==> src/hdl/lkvt_pkg.sv <==
// Package for the linear key-value table.
// Holds default sizes, result field widths and status/opcode codes.
// No dependencies.
`default_nettype none

package lkvt_pkg;

  localparam int DEF_ENTRIES    = 16;
  localparam int DEF_KEY_BITS   = 32;
  localparam int DEF_VALUE_BITS = 32;

  localparam int STATUS_BITS   = 3;
  localparam int SLOT_OUT_BITS = 4;

  localparam logic OP_INSERT = 1'b0;
  localparam logic OP_LOOKUP = 1'b1;

  localparam logic [STATUS_BITS-1:0] ST_APPENDED = 3'd0;
  localparam logic [STATUS_BITS-1:0] ST_UPDATED  = 3'd1;
  localparam logic [STATUS_BITS-1:0] ST_FULL     = 3'd2;
  localparam logic [STATUS_BITS-1:0] ST_HIT      = 3'd3;
  localparam logic [STATUS_BITS-1:0] ST_MISS     = 3'd4;

endpackage

`default_nettype wire

==> src/hdl/linear_key_value_table.sv <==
// Sequence: the scan reads the occupied slots in order, a compare stage checks each
//   key read, and a resolve step registers the result; a hit ends the scan early.
// Flow: one transaction at a time; a new request is stalled until the previous one
//   has resolved; the scan uses the single key compare fed from one memory read port.
// Reset: rst_n low (synchronous) empties the table and clears the sequencer and the
//   output valid flag; slot contents are left as they are and never read. Uses lkvt_pkg.
`default_nettype none

module linear_key_value_table #(
  parameter int ENTRIES    = lkvt_pkg::DEF_ENTRIES,
  parameter int KEY_BITS   = lkvt_pkg::DEF_KEY_BITS,
  parameter int VALUE_BITS = lkvt_pkg::DEF_VALUE_BITS
) (
  input  wire                                   clk,
  input  wire                                   rst_n,
  // request channel
  input  wire                                   in_valid,
  output logic                                  in_stall,
  input  wire                                   in_opcode,
  input  wire  [KEY_BITS-1:0]                   in_key,
  input  wire  [VALUE_BITS-1:0]                 in_new_value,
  // result channel
  output logic                                  out_valid,
  input  wire                                   out_stall,
  output logic [lkvt_pkg::STATUS_BITS-1:0]      out_status,
  output logic [VALUE_BITS-1:0]                 out_found_value,
  output logic [lkvt_pkg::SLOT_OUT_BITS-1:0]    out_slot_index
);

  // CW holds a count 0..ENTRIES, IW addresses a slot.
  localparam int CW = $clog2(ENTRIES + 1);
  localparam int IW = (ENTRIES > 1) ? $clog2(ENTRIES) : 1;
  localparam int XW = lkvt_pkg::SLOT_OUT_BITS + IW;

  localparam logic [1:0] S_IDLE = 2'd0;
  localparam logic [1:0] S_SCAN = 2'd1;
  localparam logic [1:0] S_DONE = 2'd2;

  // slot storage, one read port shared by key and value arrays
  logic [KEY_BITS-1:0]   key_mem [ENTRIES];
  logic [VALUE_BITS-1:0] val_mem [ENTRIES];

  logic [1:0]            state_r, state_nxt;
  logic [CW-1:0]         used_cnt_r;

  // latched request
  logic                  op_r;
  logic [KEY_BITS-1:0]   key_r;
  logic [VALUE_BITS-1:0] val_r;

  // scan pipeline: read stage address and compare stage data
  logic [CW-1:0]         rd_idx_r;
  logic                  cmp_vld_r;
  logic [IW-1:0]         cmp_idx_r;
  logic [KEY_BITS-1:0]   key_rd_r;
  logic [VALUE_BITS-1:0] val_rd_r;

  // scan outcome
  logic                  hit_r;
  logic [IW-1:0]         hit_idx_r;
  logic [VALUE_BITS-1:0] hit_val_r;

  // output register
  logic                               out_valid_r;
  logic [lkvt_pkg::STATUS_BITS-1:0]   out_status_r;
  logic [VALUE_BITS-1:0]              out_found_r;
  logic [IW-1:0]                      out_idx_r;

  logic            in_take;
  logic            issue;
  logic            match;
  logic            out_free;
  logic            resolve;
  logic            tbl_full;
  logic            key_we;
  logic            val_we;
  logic [IW-1:0]   wr_idx;
  logic [lkvt_pkg::STATUS_BITS-1:0] res_status;
  logic [VALUE_BITS-1:0]            res_found;
  logic [IW-1:0]                    res_idx;
  logic [XW-1:0]                    slot_ext;

  assign in_stall = (state_r != S_IDLE);
  assign in_take  = in_valid && !in_stall;

  // issue a read while there are occupied slots left to visit
  assign issue = (state_r == S_SCAN) && (rd_idx_r < used_cnt_r);
  assign match = cmp_vld_r && (key_rd_r == key_r);

  assign out_free = !out_valid_r || !out_stall;
  assign resolve  = (state_r == S_DONE) && out_free;
  assign tbl_full = (used_cnt_r == CW'(ENTRIES));

  // resolve: decide result and the write-back, done once on leaving S_DONE
  always_comb begin
    key_we     = 1'b0;
    val_we     = 1'b0;
    wr_idx     = hit_idx_r;
    res_status = lkvt_pkg::ST_MISS;
    res_found  = '0;
    res_idx    = '0;
    if (op_r == lkvt_pkg::OP_INSERT) begin
      if (hit_r) begin
        val_we     = resolve;
        res_status = lkvt_pkg::ST_UPDATED;
        res_idx    = hit_idx_r;
      end else if (!tbl_full) begin
        key_we     = resolve;
        val_we     = resolve;
        wr_idx     = used_cnt_r[IW-1:0];
        res_status = lkvt_pkg::ST_APPENDED;
        res_idx    = used_cnt_r[IW-1:0];
      end else begin
        res_status = lkvt_pkg::ST_FULL;
      end
    end else begin
      if (hit_r) begin
        res_status = lkvt_pkg::ST_HIT;
        res_found  = hit_val_r;
        res_idx    = hit_idx_r;
      end
    end
  end

  always_comb begin
    state_nxt = state_r;
    case (state_r)
      S_IDLE: begin
        if (in_take) state_nxt = S_SCAN;
      end
      S_SCAN: begin
        // stop at the first match, or once the last slot has been compared
        if (match || !issue) state_nxt = S_DONE;
      end
      S_DONE: begin
        if (out_free) state_nxt = S_IDLE;
      end
      default: state_nxt = S_IDLE;
    endcase
  end

  always_ff @(posedge clk) begin
    if (!rst_n) begin
      state_r     <= S_IDLE;
      used_cnt_r  <= '0;
      cmp_vld_r   <= 1'b0;
      out_valid_r <= 1'b0;
    end else begin
      state_r <= state_nxt;
      if (key_we) used_cnt_r <= CW'(used_cnt_r + 1'b1);
      cmp_vld_r <= issue;
      if (resolve) begin
        out_valid_r <= 1'b1;
      end else if (!out_stall) begin
        out_valid_r <= 1'b0;
      end
    end
  end

  // datapath registers, no reset needed
  always_ff @(posedge clk) begin
    if (in_take) begin
      op_r     <= in_opcode;
      key_r    <= in_key;
      val_r    <= in_new_value;
      rd_idx_r <= '0;
    end else if (issue) begin
      rd_idx_r <= CW'(rd_idx_r + 1'b1);
    end
    cmp_idx_r <= rd_idx_r[IW-1:0];
    if ((state_r == S_SCAN) && (match || !issue)) begin
      hit_r     <= match;
      hit_idx_r <= cmp_idx_r;
      hit_val_r <= val_rd_r;
    end
    if (resolve) begin
      out_status_r <= res_status;
      out_found_r  <= res_found;
      out_idx_r    <= res_idx;
    end
  end

  // slot memories: registered read, single write port each
  always_ff @(posedge clk) begin
    if (issue) begin
      key_rd_r <= key_mem[rd_idx_r[IW-1:0]];
      val_rd_r <= val_mem[rd_idx_r[IW-1:0]];
    end
    if (key_we) key_mem[wr_idx] <= key_r;
    if (val_we) val_mem[wr_idx] <= val_r;
  end

  assign slot_ext        = XW'(out_idx_r);
  assign out_valid       = out_valid_r;
  assign out_status      = out_status_r;
  assign out_found_value = out_found_r;
  assign out_slot_index  = slot_ext[lkvt_pkg::SLOT_OUT_BITS-1:0];

  // table never holds more than its capacity
  a_used_bound: assert property (@(posedge clk) disable iff (!rst_n)
    used_cnt_r <= CW'(ENTRIES))
    else $error("used count above capacity");

  // the count only ever grows by one slot
  a_used_step: assert property (@(posedge clk) disable iff (!rst_n)
    !$stable(used_cnt_r) |-> (used_cnt_r == CW'($past(used_cnt_r) + 1'b1)))
    else $error("used count changed by other than one");

  // a resolved transaction always lands in the output register
  a_resolve_out: assert property (@(posedge clk) disable iff (!rst_n)
    resolve |=> (out_valid_r && (state_r == S_IDLE)))
    else $error("resolved transaction not presented");

  // a lookup never writes the table
  a_lookup_ro: assert property (@(posedge clk) disable iff (!rst_n)
    (op_r == lkvt_pkg::OP_LOOKUP) |-> (!key_we && !val_we))
    else $error("lookup wrote the table");

endmodule

`default_nettype wire
==> config.mk <==
export PLATFORM = sky130hd
export DESIGN_NAME = linear_key_value_table
export DESIGN_NICKNAME = d
export VERILOG_FILES = /design/src/hdl/lkvt_pkg.sv /design/src/hdl/linear_key_value_table.sv
export SDC_FILE = /design/constraint.sdc
export NUM_CORES = 1
export LEC_CHECK = 0
export BUFFER_PORTS_ARGS = -buffer_cell sky130_fd_sc_hd__buf_4
export CORE_MARGIN = 1.5
export CORE_UTILIZATION = 56
export DETAILED_ROUTE_END_ITERATION = 6
export PLACE_DENSITY = 0.75
export SYNTH_ARGS = -nofsm -noshare
export SYNTH_HDL_FRONTEND = slang
export SYNTH_SLANG_ARGS = --single-unit
==> constraint.sdc <==
create_clock -name clk -period 4.09 [get_ports clk]
set_input_delay 0.6135 -clock clk [delete_from_list [all_inputs] [get_ports clk]]
set_output_delay 0.6135 -clock clk [all_outputs]
set_load 0.02 [all_outputs]
==> run metrics <==
minimum setup slack after placement=0.6922 ns; Max-slew headroom=0.08945; aggregate routed wire length=a little over 100000 um; FF+latch count, synth=about 1200; DP HPWL=51870 um; Detail Route Antenna Nets=0; vias after detailed routing=20900; number of failing setup endpoints in the final timing report=0; placeable core region=just over 0.08 sq mm; clock buffer depth=3; type of the worst min-delay path=primary input to register; leakage power total=16.24 nW; maximum number of pins on one net before global-route repair=169; share of synthesized flip-flops with an asynchronous set or reset=0; final std cells w/o fill=3239; overall die area=0.08452 sq mm; time the worst path needs with I/O delays and setup=about 3.5 ns; startpoint of the most critical hold path=in_new_value[28]; portion of the post-synthesis area used by sequential elements=0.8039; number of top-level pins=110; area of the mapped netlist=0.04636 sq mm; first-pass GRT wire length=148700 um; main flop type after synthesis=edfxtp_1; crit-path max FO=16; Setup Total Neg Slack=0 ns; violation count after the first detailed-routing iteration=2510; pwr dens=a little under 500 mW/mm^2; CTS tree=yes; share of the synthesized area in the top cell type=0.7961; cell chosen for the clock root=clkbuf_16; number of synthesized flops with an enable pin=1229; commonest non-fill, non-tap cell in the layout=edfxtp_1; pins over their slew limit=0; per-cell routed wire length=about 31 um; Die Y-Extent=290.7 um; arrival time of data at the critical path endpoint=3.90 ns; Critical Path RT=4.47 ns; Post-Synthesis Mean Instance Area=approximately 25 sq um; IR Drop Worst-Case VDD=~0.47 mV; status=complete, no violations; placed cells=3024; count of cells along the worst hold path=1; clock sinks=1247; transition time at the pin with the least slew margin=1.352 ns; post-synthesis net count=~2000; number of levels in the clock H-tree=3; number of warnings printed during yosys synthesis=0; post-detailed-placement cell area=0.04903 sq mm; setup repair after global routing missed its margin=no; capture point of the worst reg-to-reg path=val_mem[1][9]; effective utilization at floorplan=0.5655; hold buffers post-CTS=0; cell taking the most area after synthesis=edfxtp_1; PnR worst setup slack=0.5690 ns; Finished Cell Area=0.05291 sq mm; vias in the first global route=between 20000 and 25000; post-CTS setup repair buffer count=0; r2r worst-path depth=8; Resized Gates After CTS=0; beginning of the worst register-to-register path=used_cnt_r[0]; type of the worst setup path=register to register; final global-route overflow total=0; max-capacitance violation count=0; Post-Route Skew=around 0.048 ns; number of iterations in the first detailed-routing pass=7; count of standard-cell rows=105; DRC violations left=0; sink of the worst hold path=val_r[28]; Post-Synthesis Cells=1870; vias per inst=6.453; Final #Nets=2148; initial antenna violation count=1; final critical-path share of the clock period=0.8609; Port Buf Inserts=109; hold violation total from the final report=0; floorplan die width=roughly 290 um; Num CTS Buffers=about 120; final estimated routing congestion in global placement=0.7793; share of layout cells above drive strength 1=0.3243; most frequent cells in the layout=1229 x edfxtp_1, 319 x mux4_2, 141 x buf_4, 116 x clkbuf_16, 33 x and3_1; type of destination of the critical path=register; end-of-flow core utilization=0.6454; Highest Clock Rate=0.2840 GHz; Cell variety after synth=between 40 and 50; clock transition at the registers of the reported paths=roughly 0.06 ns; clock latency reported for the late side of the worst-skew pair=0.71 ns; layout overhead on the synthesized area=14.13%; Synth area leaders=edfxtp_1 80%, mux4_2 15%, dfxtp_1 0.78%, buf_6 0.53%, and3_1 0.45%; global-route usage over all layers=0.2449; element type at the critical path start=register; reg-to-reg setup timing slack=0.57 ns
==> per-stage QoR <==
step,power [W],hold slack [ns]
after floorplan,0.01471,0.3529
after global placement,0.01494,0.3859
after detailed placement,0.01497,0.3934
after CTS,0.02575,0.05245
after global routing,0.02625,0.06790
final,0.02561,0.08607
==> critical path, cell delays in order, from the launching register on <==
cell and delay (ns):
dfxtp_1 0.45, clkinv_1 0.25, ha_1 0.27, nand4bb_1 0.14, nor2_1 0.07, nor3_1 0.42
o21ai_0 0.56, nor2_4 0.74, buf_4 0.31
==> layer usage <==
layer | vias up | track usage | wire, um
met5 | - | 0 | 0
met4 | 0 | 0.08045 | 2946
met3 | 171 | 0.04856 | 9457
met2 | 1243 | 0.3989 | 50780
met1 | 11100 | 0.3380 | 38070
li1 | 8386 | - | -
==> worst max path at each step <==
stage,startpoint,to,cells after the start
final,used_cnt_r[0],val_mem[1][9],8
after global routing,used_cnt_r[0],val_mem[1][2],8
after CTS,used_cnt_r[0],val_mem[1][9],8
after detailed placement,used_cnt_r[0],val_mem[1][26],8
after global placement,out_stall,val_mem[1][28],7
after floorplan,used_cnt_r[0],key_mem[7][0],7
==> layout make-up <==
cell class	instances	area (sq um)
fill	5018	29070
sequential	1247	37280
inverter	9	36.28
clock inverter	74	875.8
timing repair buffer	167	1579
antenna	1	2.502
tap	1070	1339
multi-input combinational	531	8792
clock buffer	140	3003
==> power by group <==
part           switching (W)  leakage (nW)  internal (W)
Combinational       0.000200          3.10      0.000135
Clock                0.00470          1.88       0.00622
Sequential          0.000206          11.3        0.0142
Total                0.00510          16.2        0.0205
==> flip-flops by register name, indices dropped and copies added (netlist names) <==
signal,flops
cmp_idx_r,4
cmp_vld_r,1
hit_idx_r,4
hit_r,1
hit_val_r,32
key_mem,512
key_r,32
key_rd_r,32
op_r,1
out_found_value,32
out_slot_index,4
out_status,3
out_valid,1
rd_idx_r,5
state_r,2
used_cnt_r,5
val_mem,512
val_r,32
val_rd_r,32
==> cells by family (layout without fill, tap and decap cells) <==
family / count (synthesis) / count (layout) / share of synthesized area
buf+inv: 92 / 390 / 0.01188
fa+ha+maj: 7 / 7 / 0.001889
xor+xnor: 36 / 36 / 0.006802
mux: 325 / 325 / 0.1566
simple gates: 141 / 141 / 0.01552
other cells: 0 / 1 / 0
flops: 1247 / 1247 / 0.8039
compound gates: 22 / 22 / 0.003401
==> Yosys cell counts (2+ instances only) <==
library cell	instances
and3_1	33
nand3_1	7
and2_1	4
nand4_1	7
nor3b_1	2
nor3_1	6
a21o_1	2
buf_1	11
xnor2_1	20
edfxtp_1	1229
nor2b_1	6
buf_6	22
nand2b_1	4
buf_4	3
a21oi_1	3
o21ai_0	8
inv_1	8
buf_2	10
clkbuf_1	36
mux4_2	319
mux2i_1	5
nor4_1	4
o31ai_1	2
ha_1	7
xor2_1	16
nor2_1	42
dfxtp_1	18
nand2_1	21
(Power assumes the default switching activity.)
